`src/gei_pkg.sv`:
```
package gei_pkg;

  // Number of implemented pins; bus fields stay 32 bits wide.
  localparam int unsigned WIDTH = 32;
  localparam int unsigned BUS_W = 32;

  localparam logic [BUS_W-1:0] VALID_MASK = BUS_W'((64'd1 << WIDTH) - 64'd1);

  localparam logic [1:0] OP_TICK  = 2'd0;
  localparam logic [1:0] OP_READ  = 2'd1;
  localparam logic [1:0] OP_WRITE = 2'd2;

  localparam logic [2:0] ADDR_DIR     = 3'd0;
  localparam logic [2:0] ADDR_OUT     = 3'd1;
  localparam logic [2:0] ADDR_IN      = 3'd2;
  localparam logic [2:0] ADDR_IRQ_EN  = 3'd3;
  localparam logic [2:0] ADDR_PENDING = 3'd4;

  localparam logic [1:0] RESP_OK       = 2'd0;
  localparam logic [1:0] RESP_CMD_ERR  = 2'd1;
  localparam logic [1:0] RESP_ADDR_ERR = 2'd2;

  typedef logic [WIDTH-1:0] pin_vec_t;

  typedef struct packed {
    logic [BUS_W-1:0] rdata;
    logic [1:0]       resp;
    logic [BUS_W-1:0] pin_out;
    logic [BUS_W-1:0] pin_oe;
    logic             irq;
  } result_t;

endpackage

```
`src/gei_if.sv`:
```
interface gei_in_if;
  logic        valid;
  logic        ready;
  logic [1:0]  op;
  logic [2:0]  address;
  logic [31:0] wdata;
  logic [31:0] pins;

  modport source (output valid, output op, output address, output wdata, output pins,
                  input ready);
  modport sink   (input valid, input op, input address, input wdata, input pins,
                  output ready);
endinterface

interface gei_out_if;
  logic        valid;
  logic        ready;
  logic [31:0] rdata;
  logic [1:0]  resp;
  logic [31:0] pin_out;
  logic [31:0] pin_oe;
  logic        irq;

  modport source (output valid, output rdata, output resp, output pin_out, output pin_oe,
                  output irq, input ready);
  modport sink   (input valid, input rdata, input resp, input pin_out, input pin_oe,
                  input irq, output ready);
endinterface

```
`src/gpio_edge_irq_registers_top.sv`:
```
// GPIO bank with rising-edge interrupt capture and a five-register file
// (0 direction, 1 output, 2 input, 3 irq enable, 4 pending, write one to
// clear). Every input beat carries the pin levels plus a tick, read or
// write; each beat yields exactly one result beat. Throughput is one beat
// per clock unless the output buffer is full: all of the work is a single
// level of bitwise logic and a register select feeding the output register
// (or the skid register when that is stalled or the skid is occupied).
// A two-entry output buffer (output register plus skid register) lets
// in_ch.ready stay high through a stall of the sink; ready drops only once
// both are full. The first beat after reset primes the edge detector.
module gpio_edge_irq_registers_top (
  input  logic      clk,
  input  logic      rst_n,
  gei_in_if.sink    in_ch,
  gei_out_if.source out_ch
);
  import gei_pkg::*;

  // architectural state
  pin_vec_t dir_r, dir_nxt;
  pin_vec_t outv_r, outv_nxt;
  pin_vec_t irq_en_r, irq_en_nxt;
  pin_vec_t pend_r, pend_nxt;
  pin_vec_t prev_r, prev_nxt;
  logic     primed_r;

  // output buffer
  result_t  res_r, skid_r, res_nxt;
  logic     res_vld_r, skid_vld_r;

  logic     in_fire, out_fire;
  pin_vec_t pins_w, wdata_w, level, edges, pend_edge;
  logic     wdata_bad;

  assign in_ch.ready = !skid_vld_r;
  assign in_fire     = in_ch.valid && in_ch.ready;
  assign out_fire    = out_ch.valid && out_ch.ready;

  assign pins_w    = in_ch.pins[WIDTH-1:0];
  assign wdata_w   = in_ch.wdata[WIDTH-1:0];
  assign wdata_bad = (in_ch.wdata & ~VALID_MASK) != '0;

  // sample inputs: driven pins are masked out of the edge detector
  assign level     = pins_w & ~dir_r;
  assign edges     = primed_r ? (level & ~prev_r) : '0;
  assign pend_edge = pend_r | edges;

  always_comb begin
    dir_nxt    = dir_r;
    outv_nxt   = outv_r;
    irq_en_nxt = irq_en_r;
    pend_nxt   = pend_edge;
    prev_nxt   = level;
    res_nxt.rdata = '0;
    res_nxt.resp  = RESP_OK;

    if (in_ch.op == OP_WRITE) begin
      if (wdata_bad) begin
        res_nxt.resp = RESP_CMD_ERR;
      end else begin
        unique case (in_ch.address)
          ADDR_DIR: begin
            dir_nxt  = wdata_w;
            // re-capture so the direction change raises no edge
            prev_nxt = pins_w & ~wdata_w;
          end
          ADDR_OUT:     outv_nxt   = wdata_w;
          ADDR_IN:      res_nxt.resp = RESP_CMD_ERR;
          ADDR_IRQ_EN:  irq_en_nxt = wdata_w;
          ADDR_PENDING: pend_nxt   = (pend_edge & ~wdata_w) | edges;
          default:      res_nxt.resp = RESP_ADDR_ERR;
        endcase
      end
    end else if (in_ch.op == OP_READ) begin
      unique case (in_ch.address)
        ADDR_DIR:     res_nxt.rdata = BUS_W'(dir_r);
        ADDR_OUT:     res_nxt.rdata = BUS_W'(outv_r);
        ADDR_IN:      res_nxt.rdata = BUS_W'(level);
        ADDR_IRQ_EN:  res_nxt.rdata = BUS_W'(irq_en_r);
        ADDR_PENDING: res_nxt.rdata = BUS_W'(pend_edge);
        default:      res_nxt.resp  = RESP_ADDR_ERR;
      endcase
    end

    // status reflects the registers after this beat
    res_nxt.pin_out = BUS_W'(outv_nxt & dir_nxt);
    res_nxt.pin_oe  = BUS_W'(dir_nxt);
    res_nxt.irq     = (pend_nxt & irq_en_nxt) != '0;
  end

  always_ff @(posedge clk) begin
    if (!rst_n) begin
      dir_r    <= '0;
      outv_r   <= '0;
      irq_en_r <= '0;
      pend_r   <= '0;
      prev_r   <= '0;
      primed_r <= 1'b0;
    end else if (in_fire) begin
      dir_r    <= dir_nxt;
      outv_r   <= outv_nxt;
      irq_en_r <= irq_en_nxt;
      pend_r   <= pend_nxt;
      prev_r   <= prev_nxt;
      primed_r <= 1'b1;
    end
  end

  // output register with skid: a new beat goes to the output register when
  // it is free or draining and the skid is empty, else into the skid register
  always_ff @(posedge clk) begin
    if (!rst_n) begin
      res_vld_r  <= 1'b0;
      skid_vld_r <= 1'b0;
    end else begin
      if (!res_vld_r || out_fire) begin
        if (skid_vld_r) begin
          res_vld_r  <= 1'b1;
          skid_vld_r <= in_fire;
        end else begin
          res_vld_r  <= in_fire;
        end
      end else if (in_fire) begin
        skid_vld_r <= 1'b1;
      end
    end
  end

  always_ff @(posedge clk) begin
    if (!res_vld_r || out_fire) begin
      if (skid_vld_r) begin
        res_r <= skid_r;
        if (in_fire) begin
          skid_r <= res_nxt;
        end
      end else if (in_fire) begin
        res_r <= res_nxt;
      end
    end else if (in_fire) begin
      skid_r <= res_nxt;
    end
  end

  assign out_ch.valid   = res_vld_r;
  assign out_ch.rdata   = res_r.rdata;
  assign out_ch.resp    = res_r.resp;
  assign out_ch.pin_out = res_r.pin_out;
  assign out_ch.pin_oe  = res_r.pin_oe;
  assign out_ch.irq     = res_r.irq;

endmodule

```
`src/flat_wrapper.sv`:
```
// flat-port wrapper written by rule: the top's interface ports become plain ports
module gpio_edge_irq_registers_top_flat import gei_pkg::*;
  (clk, rst_n, in_ch_valid, in_ch_op, in_ch_address, in_ch_wdata, in_ch_pins, in_ch_ready, out_ch_valid, out_ch_rdata, out_ch_resp, out_ch_pin_out, out_ch_pin_oe, out_ch_irq, out_ch_ready);
  gei_in_if in_ch_i ();
  gei_out_if out_ch_i ();
  input  logic clk;
  input  logic rst_n;
  input wire logic [$bits(in_ch_i.valid)-1:0] in_ch_valid;
  input wire logic [$bits(in_ch_i.op)-1:0] in_ch_op;
  input wire logic [$bits(in_ch_i.address)-1:0] in_ch_address;
  input wire logic [$bits(in_ch_i.wdata)-1:0] in_ch_wdata;
  input wire logic [$bits(in_ch_i.pins)-1:0] in_ch_pins;
  output wire logic [$bits(in_ch_i.ready)-1:0] in_ch_ready;
  output wire logic [$bits(out_ch_i.valid)-1:0] out_ch_valid;
  output wire logic [$bits(out_ch_i.rdata)-1:0] out_ch_rdata;
  output wire logic [$bits(out_ch_i.resp)-1:0] out_ch_resp;
  output wire logic [$bits(out_ch_i.pin_out)-1:0] out_ch_pin_out;
  output wire logic [$bits(out_ch_i.pin_oe)-1:0] out_ch_pin_oe;
  output wire logic [$bits(out_ch_i.irq)-1:0] out_ch_irq;
  input wire logic [$bits(out_ch_i.ready)-1:0] out_ch_ready;
  assign in_ch_i.valid = in_ch_valid;
  assign in_ch_i.op = in_ch_op;
  assign in_ch_i.address = in_ch_address;
  assign in_ch_i.wdata = in_ch_wdata;
  assign in_ch_i.pins = in_ch_pins;
  assign in_ch_ready = in_ch_i.ready;
  assign out_ch_valid = out_ch_i.valid;
  assign out_ch_rdata = out_ch_i.rdata;
  assign out_ch_resp = out_ch_i.resp;
  assign out_ch_pin_out = out_ch_i.pin_out;
  assign out_ch_pin_oe = out_ch_i.pin_oe;
  assign out_ch_irq = out_ch_i.irq;
  assign out_ch_i.ready = out_ch_ready;
  gpio_edge_irq_registers_top u_core (.clk(clk), .rst_n(rst_n), .in_ch(in_ch_i), .out_ch(out_ch_i));
endmodule
```
`config.mk`:
```
export PLATFORM = sky130hd
export DESIGN_NAME = gpio_edge_irq_registers_top_flat
export DESIGN_NICKNAME = d
export VERILOG_FILES = /design/src/gei_pkg.sv /design/src/gei_if.sv /design/src/gpio_edge_irq_registers_top.sv /design/src/flat_wrapper.sv
export SDC_FILE = /design/constraint.sdc
export NUM_CORES = 1
export LEC_CHECK = 0
export BUFFER_PORTS_ARGS = -buffer_cell sky130_fd_sc_hd__buf_4
export CAP_MARGIN = 20
export CELL_PAD_IN_SITES_DETAIL_PLACEMENT = 0
export CELL_PAD_IN_SITES_GLOBAL_PLACEMENT = 1
export CORE_MARGIN = 5
export CORE_UTILIZATION = 40
export DETAILED_ROUTE_END_ITERATION = 6
export PLACE_DENSITY_LB_ADDON = 0.1
export SYNTH_ARGS = -nofsm -noshare
export SYNTH_HDL_FRONTEND = slang
export SYNTH_SLANG_ARGS = --single-unit
```
`constraint.sdc`:
```
create_clock -name clk -period 18.4 [get_ports clk]
set_input_delay 2.76 -clock clk [delete_from_list [all_inputs] [get_ports clk]]
set_output_delay 2.76 -clock clk [all_outputs]
set_load 0.01 [all_outputs]
```
**Word-level counts from Yosys, hierarchy flattened**

Index checks and enable logic that the tools add are counted.

- Output and inout port bits: 101
- Input port bits: 73
- Register bits after elaboration: 361
- Logic and storage cells: 74

- Reduce and logical (&&, ||, !) cells: 12
- Multiplexer cells: 26
- Equality and inequality tests: 7
- Bitwise gates (word level): 11

Operators by type and width:

| kind | number |
|---|---|
| 2-to-1 mux 99 bit | 5 |
| 2-to-1 mux 32 bit | 12 |
| AND 32 bit | 6 |
| case mux 32 bit (5 select lines) | 1 |
| NOT 32 bit | 3 |
| bitwise OR 32 bit | 2 |
| 2-to-1 mux 34 bit | 1 |
| nonzero test 32 bit | 1 |
| == test 3 x 2 -> 1 bit, second input constant | 2 |
| OR reduction 5 bit | 1 |
| 2-to-1 mux 1 bit | 4 |
| 2-to-1 mux 2 bit | 2 |
| case mux 2 bit (2 select lines) | 1 |
| nonzero test 2 bit | 2 |
| OR reduction 4 bit | 1 |
| == test 3 x 1 -> 1 bit, second input constant | 1 |
| == test 3 bit, second input constant | 1 |
| logical NOT 3 bit | 1 |
| == test 2 x 1 -> 1 bit, second input constant | 1 |
| == test 2 bit, second input constant | 1 |
| logical AND 1 bit | 2 |
| logical NOT 1 bit | 2 |
| != test 2 x 1 -> 1 bit, second input constant | 1 |
| AND reduction 2 bit | 1 |
| logical OR 1 bit | 1 |

**Logic depth before layout (Yosys ltp)**

Gate-level depths: netlist of the first run.

- Depth in word-level cells: 14
- Gate-level depth with buffers: 9
- Gate-level depth less buffers: 6

**Least setup slack after synthesis of the first run**

OpenSTA, ideal clock, no wires.

- Path kind: in2reg
- Start: input port out_ch_ready
- End: register u_core.res_r, in the netlist u_core.out_ch.irq (enable)
- Arrival: 7.281 ns
- Path buffers: 0
- Setup time: 0.569 ns
- Slack: 10.550 ns
- Required time: 17.831 ns
- Stages: 2
- Cell sequence: nand2b_1 > nor2b_1

- Word-level cells in the longest chain between the ends: 3

Ends and longest elaborated chain:

| what | RTL line | RTL |
|---|---|---|
| from (decl) | flat_wrapper.sv:20 | `input wire logic [$bits(out_ch_i.ready)-1:0] out_ch_ready;` |
| logical AND 1 bit | gpio_edge_irq_registers_top.sv:37 | `assign out_fire = out_ch.valid && out_ch.ready;` |
| logical OR 1 bit | gpio_edge_irq_registers_top.sv:130 | `if (!res_vld_r \|\| out_fire) begin` |
| AND reduction 2 bit (no line) | -- |  |
| to (signal assigned) | gpio_edge_irq_registers_top.sv:132 | `res_r <= skid_r;` |
| to (signal assigned) | gpio_edge_irq_registers_top.sv:137 | `res_r <= res_nxt;` |
| to (decl) | gpio_edge_irq_registers_top.sv:28 | `result_t res_r, skid_r, res_nxt;` |

Every way passes these cells.
A chain may end at the register's enable or synchronous reset.

**Final worst setup path of the first run**

- Start: input port in_ch_address[1]
- End: register u_core.res_r, in the netlist u_core.out_ch.pin_oe[3], data pin

- Word-level cells in the longest chain between the ends: 5

Ends and longest elaborated chain:

| what | RTL line | RTL |
|---|---|---|
| from (decl) | flat_wrapper.sv:10 | `input wire logic [$bits(in_ch_i.address)-1:0] in_ch_address;` |
| logical NOT 3 bit | gpio_edge_irq_registers_top.sv:61 | `unique case (in_ch.address)` |
| 2-to-1 mux 32 bit | gpio_edge_irq_registers_top.sv:61 |  |
| 2-to-1 mux 32 bit | gpio_edge_irq_registers_top.sv:57 | `if (in_ch.op == OP_WRITE) begin` |
| net u_core.dir_nxt[3] | gpio_edge_irq_registers_top.sv:20 | `pin_vec_t dir_r, dir_nxt;` |
| 2-to-1 mux 99 bit | gpio_edge_irq_registers_top.sv:136 | `end else if (in_fire) begin` |
| 2-to-1 mux 99 bit | gpio_edge_irq_registers_top.sv:131 | `if (skid_vld_r) begin` |

The timed path passes the listed nets, and every way through them passes these cells. The select of a mux whose other input is x is not followed.

==> results.ini, run 1 <==
[run_status]
status=completed

[grt]
grt_pass1_vias=12277
grt_pass1_wl_mm=76.5
grt_usage_pct=21.6
grt_overflow=0
grt_max_degree=102
antenna_found_initial=0

[logic_synthesis]
synth_common_cells=nand2_1, edfxtp_1, dfxtp_1
yosysSeqAreaShare_pct=55.5
synth_top_area_share_pct=35.8
syn-num-nets=1672
yosys.area_share.simple_pct=16.7
synth_top_family_by_area=simple AND/OR/NAND/NOR gates
ys.flop_type=edfxtp_1
synth_largest_area_cell=edfxtp_1
synth.most_common_cell=nand2_1
ys_async_sr_fraction_pct=0
synthAdderAreaFrac_pct=0
synth_mux_area_share_pct=6.91
syn_avg_cell_area_um2=10.4
yosysWarnings=0
synth_xor_area_share_pct=0
synth.distinct_cells=46
netlist_area_um2=16600
synth-edff-count=198
synthTopCellsByArea=edfxtp_1, dfxtp_1, nand2_1
synth_seq_cells=361
syn_inst=1599
synth_compound_area_share_pct=16.6

[worst_setup_path]
crit_fanout=33
r2r_slack_ns=15.00
cp_num_buf_inv=4
cp_slowest_cell=and2_2
path_common_cell=buf_4
cp.arrival_ns=5.57
r2r_end=u_core.irq_en_r[13]$_SDFFE_PN0P_
crit_chain=buf_4, nor3_2, buf_4, and2_2, buf_4, mux2i_1, inv_1, mux2_2
r2r_start=u_core.skid_vld_r$_SDFFE_PN0P_
cp_top_family=buffers and inverters
crit_path_max_incr_delay_ns=0.62
cp-start-kind=input port
crit_required_ns=18.70
crit_type=input port to flop
end_kind=flop
rr_worst_depth=9

[clock_tree]
cts_buffers=42
clock_latency_ns=0.56
postCtsHoldBufs=0
root_buffer=clkbuf_16
clkTransAtPathRegs_ns=0.06
h-tree-depth=2
cts_tree=done
postCtsSetupRepairBufs=0
cts.sinks=361
cts_buffer_depth=3
cts.repair.resized=0

[routing]
ant_nets=0
via_per_inst=5.61
drt-total-wl_mm=50.4
drt_iter0_markers=977
wire_per_inst_um=22.0
first_pass_iters=5
drc=0
vias=12863

[floorplan]
dieArea_um2=45700
io_pins=174
row_count=74
die_y_um=214
dieWidth_um=214
floorplan.initialDensity_pct=40.5
coreArea_um2=40900

[hold_path]
min_path_cells=2
hp-class=flop to flop
worstHoldEndpoint=u_core.prev_r[24]$_SDFFE_PN0P_
min_from=u_core.prev_r[24]$_SDFFE_PN0P_

[power_and_ir_drop]
power_density_nw_per_um2=99.3
ir_drop_mv=0.0574
leakagePower_nw=7.49

[sta]
tns_ns=0
slew_viol_final=0
clock_skew_ns=0.0223
finalHoldViolCount=0
period_needed_ns=5.26
slew_headroom_pct=32.7
period_share_pct=28.6
finalSetupViolations=0
timing.hold.ws_ns=0.465
fmaxAchievable_mhz=190
tightest_slew_ns=1.01
rsz0062_at_grt=false

[place]
io_buffer_count=173
dp_hpwl_mm=31.4
gp_congestion=0.772

[layout]
syn2layout_area_growth_pct=19.7
num_antenna_cells=0
nets=1801
n_fill_cell=3800
drive_gt1_share_pct=18.7

[job]
drv_cap=0

[per-stage QoR]
| stage | area [µm²] | utilization [%] | setup WS, ns | cells | power (mW) |
|---|---|---|---|---|---|
| finish | 19900 | 48.5 | 13.14 | 2294 | 1.97 |
| global placement | 18400 | 44.8 | 12.65 | 2215 | 1.09 |
| global route | 19900 | 48.5 | 12.98 | 2294 | 2.04 |
| CTS | 19900 | 48.5 | 13.18 | 2294 | 1.99 |
| detailed placement | 18400 | 44.9 | 12.59 | 2216 | 1.09 |
| floorplan | 16600 | - | 10.55 | 1599 | 1.01 |
[cell usage in the layout, fill, tap and decap left out, types with 6 or more instances in the layout]
master | netlist | routed
o211a_1 | 32 | 32
o21ai_0 | 33 | 33
inv_1 | 63 | 63
a31oi_1 | 42 | 42
nor2_1 | 47 | 44
nand2_1 | 355 | 352
dfxtp_1 | 163 | 162
o221ai_1 | 31 | 31
buf_4 | 1 | 198
a41oi_1 | 21 | 21
o31ai_1 | 32 | 32
clkbuf_1 | 89 | 7
a21oi_1 | 12 | 12
mux2_2 | 45 | 45
or3_1 | 31 | 31
nor2b_1 | 36 | 33
nor4bb_1 | 32 | 32
a22oi_1 | 64 | 64
nand3b_1 | 21 | 21
mux2i_1 | 64 | 64
clkinv_2 | 0 | 6
a21boi_0 | 97 | 97
clkbuf_16 | 0 | 45
nand3_1 | 33 | 33
edfxtp_1 | 198 | 198
bufinv_16 | 0 | 7
clkinv_1 | 1 | 6
nand4_1 | 7 | 7
[worst register-to-register path: stages, from the launching register on]
cell	delay (ns)
dfxtp_4	0.47
buf_4	0.38
inv_2	0.20
buf_4	0.37
nand2_1	0.21
buf_4	0.35
nor3_2	0.62
buf_4	0.44
nand2_1	0.10
a21boi_0	0.16
[cell families after synthesis]
| family | after synthesis |
|---|---|
| AOI/OAI and AO/OA | 368 |
| and+or+nand+nor | 582 |
| buffers and inverters | 179 |
| muxes | 109 |
| DFF | 361 |
[power by group]
group | switching [mW] | internal [mW] | leakage (nW)
registers | 0.0194 | 0.886 | 3.23
logic | 0.100 | 0.0673 | 3.54
clock network | 0.343 | 0.556 | 0.721
total | 0.462 | 1.51 | 7.49
[per-layer routing]
metal  share of wire [%]  track usage [%]
met3                 4.8             2.93
met2                  47             34.7
met4                 2.1             5.90
met5                   0                0
met1                  46             30.8
[flip-flops by register name, indices dropped and copies added (netlist names)]
name,flops
u_core.prev_r,32
u_core.out_ch.resp,2
u_core.out_ch.pin_oe,32
u_core.irq_en_r,32
u_core.primed_r,1
u_core.out_ch.irq,1
u_core.skid_vld_r,1
u_core.dir_r,32
u_core.out_ch.valid,1
u_core.outv_r,32
u_core.out_ch.pin_out,32
u_core.pend_r,32
u_core.out_ch.rdata,32
u_core.skid_r,99
[how the worst max path moves through the flow]
| stage | start | end | slack, ns | depth (start not counted) |
|---|---|---|---|---|
| after floorplan | out_ch_ready | u_core.out_ch.irq$_DFFE_PP_ | 10.55 | 2 |
| after global placement | in_ch_address[1] | u_core.out_ch.pin_oe[4]$_DFFE_PP_ | 12.65 | 8 |
| after detailed placement | in_ch_address[1] | u_core.out_ch.pin_oe[4]$_DFFE_PP_ | 12.59 | 8 |
| after CTS | in_ch_address[1] | u_core.out_ch.pin_oe[4]$_DFFE_PP_ | 13.18 | 8 |
| after global routing | in_ch_address[1] | u_core.out_ch.pin_oe[4]$_DFFE_PP_ | 12.98 | 8 |
| final | in_ch_address[1] | u_core.out_ch.pin_oe[3]$_DFFE_PP_ | 13.14 | 8 |
[area by class of cell]
class | instances | area, µm² | share of cell area (%)
inverter | 64 | 240 | 1.21
clock buffer | 55 | 1190 | 6.01
clock inverter | 23 | 294 | 1.48
multi-input combinational | 1059 | 6740 | 33.9
tap | 532 | 666 | 3.35
sequential | 361 | 9210 | 46.4
timing repair buffer | 200 | 1520 | 7.64
Power figures use the tool's default switching activity.
==> run 2: changes to the inputs <==
--- a/config.mk
+++ b/config.mk
@@ -5,6 +5,7 @@
 export SDC_FILE = /design/constraint.sdc
 export NUM_CORES = 1
 export LEC_CHECK = 0
+export ABC_AREA = 1
 export BUFFER_PORTS_ARGS = -buffer_cell sky130_fd_sc_hd__buf_4
 export CAP_MARGIN = 20
 export CELL_PAD_IN_SITES_DETAIL_PLACEMENT = 0
==> constraint.sdc (replaced) <==
create_clock -name clk -period 5.2 [get_ports clk]
set_input_delay 0.78 -clock clk [delete_from_list [all_inputs] [get_ports clk]]
set_output_delay 0.78 -clock clk [all_outputs]
set_load 0.01 [all_outputs]
==> run 2 against run 1 <==
  * Global-route usage rose by 1.6 points
  * Total power grew to 3.6 times the previous value
  * Worst hold slack worse by 0.0033 ns
  * Count of clock-buffer cells in the layout rose by 3
  * Wire length is 12% higher
  * Final area is 1.6% higher
  * Highest routed layer unchanged
  * Setup slack got worse by 11 ns
  * Utilization is 0.65 points lower
  * Flip-flop and latch count did not move
  * Synthesized cell count increased by 34%
==> results.ini, run 2 <==
[hold_path]
min_path_cells=2
hp-class=flop to flop

[floorplan]
dieWidth_um=217
dieArea_um2=47000
io_pins=174
floorplan.initialDensity_pct=40.6
coreArea_um2=42100
die_y_um=217
row_count=75

[sta]
tightest_slew_ns=1.00
finalSetupViolations=0
slew_headroom_pct=33.3
rsz0062_at_grt=false
slew_viol_final=0
fin_ws_ns=2.31
timing.hold.ws_ns=0.462
tns_ns=0
fmaxAchievable_mhz=346
period_needed_ns=2.89
finalHoldViolCount=0
clock_skew_ns=0.0256
period_share_pct=55.6

[logic_synthesis]
synth_top_area_share_pct=34.8
synth_largest_area_cell=edfxtp_1
synth.distinct_cells=30
yosysSeqAreaShare_pct=53.9
synth_seq_cells=361
synth-edff-count=198
netlist_area_um2=17100
synth_common_cells=nand2_1, inv_1, o21ai_0
syn_inst=2141
syn_avg_cell_area_um2=7.98
yosysWarnings=0
synth.most_common_cell=nand2_1
syn-num-nets=2214
synthTopCellsByArea=edfxtp_1, dfxtp_1, nand2_1
ys.flop_type=edfxtp_1
ys_async_sr_fraction_pct=0

[worst_setup_path]
cp-start-kind=flop
cp.arrival_ns=2.11
cp_slowest_cell=buf_4
crit_fanout=83
crit_chain=buf_4, inv_1, buf_4
crit_type=flop to output pin
crit_required_ns=4.42
path_common_cell=buf_4
crit_path_max_incr_delay_ns=0.69
end_kind=output pin
rr_worst_depth=8

[run_status]
status=completed

[clock_tree]
cts_tree=done
h-tree-depth=2
postCtsHoldBufs=0
root_buffer=clkbuf_16
clock_latency_ns=0.58
cts_buffer_depth=3
cts.repair.resized=0
clkTransAtPathRegs_ns=0.06
cts_buffers=43
cts.sinks=361
postCtsSetupRepairBufs=0

[layout]
regMostFlops=u_core.skid_r
final_cell_mix=nand2_1, inv_1, o21ai_0
multiInputGateArea_um2=5980
regArea_um2=9210
n_fill_cell=4164
final_common_cell=nand2_1
nets=2341
drive_gt1_share_pct=12.9
fin_util_pct=47.9
largest_reg_flops=99
num_antenna_cells=0
syn2layout_area_growth_pct=18.1

[place]
gp_congestion=0.806
pre_cts_ws_ns=1.88
dp_hpwl_mm=36.2
io_buffer_count=173

[grt]
grt_overflow=0
grt_usage_pct=23.2
grt_pass1_wl_mm=83.2
grt_pass1_vias=13949
antenna_found_initial=0
grt_max_degree=153

[routing]
wire_per_inst_um=19.8
drt-total-wl_mm=56.3
via_per_inst=5.13
ant_nets=0
vias=14577
drt_iter0_markers=1044
drc=0
first_pass_iters=7

[job]
drv_cap=0

[power_and_ir_drop]
leakagePower_nw=9.16
power_mw=7.03
power_density_nw_per_um2=348
ir_drop_mv=0.171

run 2: cell types whose count changed in the layout (fill, tap and decap cells not counted), moves of 33 or more:
cell	delta
mux2i_1	-64
nand2_1	+189
a21boi_0	-97
mux2_2	-45
a22oi_1	-51
nand3_1	+70
o21ai_0	+166
nor2_1	+83
nor2b_1	-33
a31oi_1	-36
a21oi_1	+140
inv_1	+304
run 2: per-layer routing:
layer | wire length [µm] | share of wire [%] | GRT usage, %
met5 | 0 | 0 | 0
met1 | 23300 | 41 | 28.7
met4 | 2150 | 3.8 | 8.90
met2 | 28100 | 50 | 41.0
met3 | 2780 | 4.9 | 3.36
run 2: power by group:
part	internal (mW)	switching, mW	total [mW]
clock	1.67	1.22	2.88
combinational	0.291	0.574	0.865
sequential	3.20	0.0829	3.28
total	5.16	1.87	7.03
run 2: worst paths after layout:
check / startpoint / slack (ns) / end
min reg2reg: u_core.pend_r[23]$_SDFFE_PN0P_ / 0.46 / u_core.pend_r[23]$_SDFFE_PN0P_
max reg2reg: u_core.primed_r$_SDFFE_PN0P_ / 2.57 / u_core.out_ch.rdata[19]$_DFFE_PP_
min: u_core.pend_r[23]$_SDFFE_PN0P_ / 0.46 / u_core.pend_r[23]$_SDFFE_PN0P_
max: u_core.skid_vld_r$_SDFFE_PN0P_ / 2.31 / in_ch_ready
run 2: per-stage QoR:
stage	instance area, µm²	instances
3_5_place_dp	18800	2760
3_3_place_gp	18800	2760
6_report	20200	2842
2_1_floorplan	17100	2141
5_1_grt	20200	2842
4_1_cts	20100	2840
run 2: area by class of cell:
class                      instances  area share (%)
sequential                       361            45.7
multi-input combinational       1288            29.7
timing repair buffer             199            7.75
inverter                         375            7.01
clock buffer                      58            5.76
tap                              539            3.34
clock inverter                    22           0.806
run 2: cell families after synthesis:
family	Yosys count	share of synthesized area, %
AND/OR/NAND/NOR	789	18.6
AO/OA/AOI/OAI	499	16.3
buffers and inverters	492	11.2
flip-flops	361	53.9
run 2: worst max-delay path, delay by kind of cell (launching register included):
family | cells | cell delay, ns
buffers and inverters | 3 | 1.03
DFF | 1 | 0.48
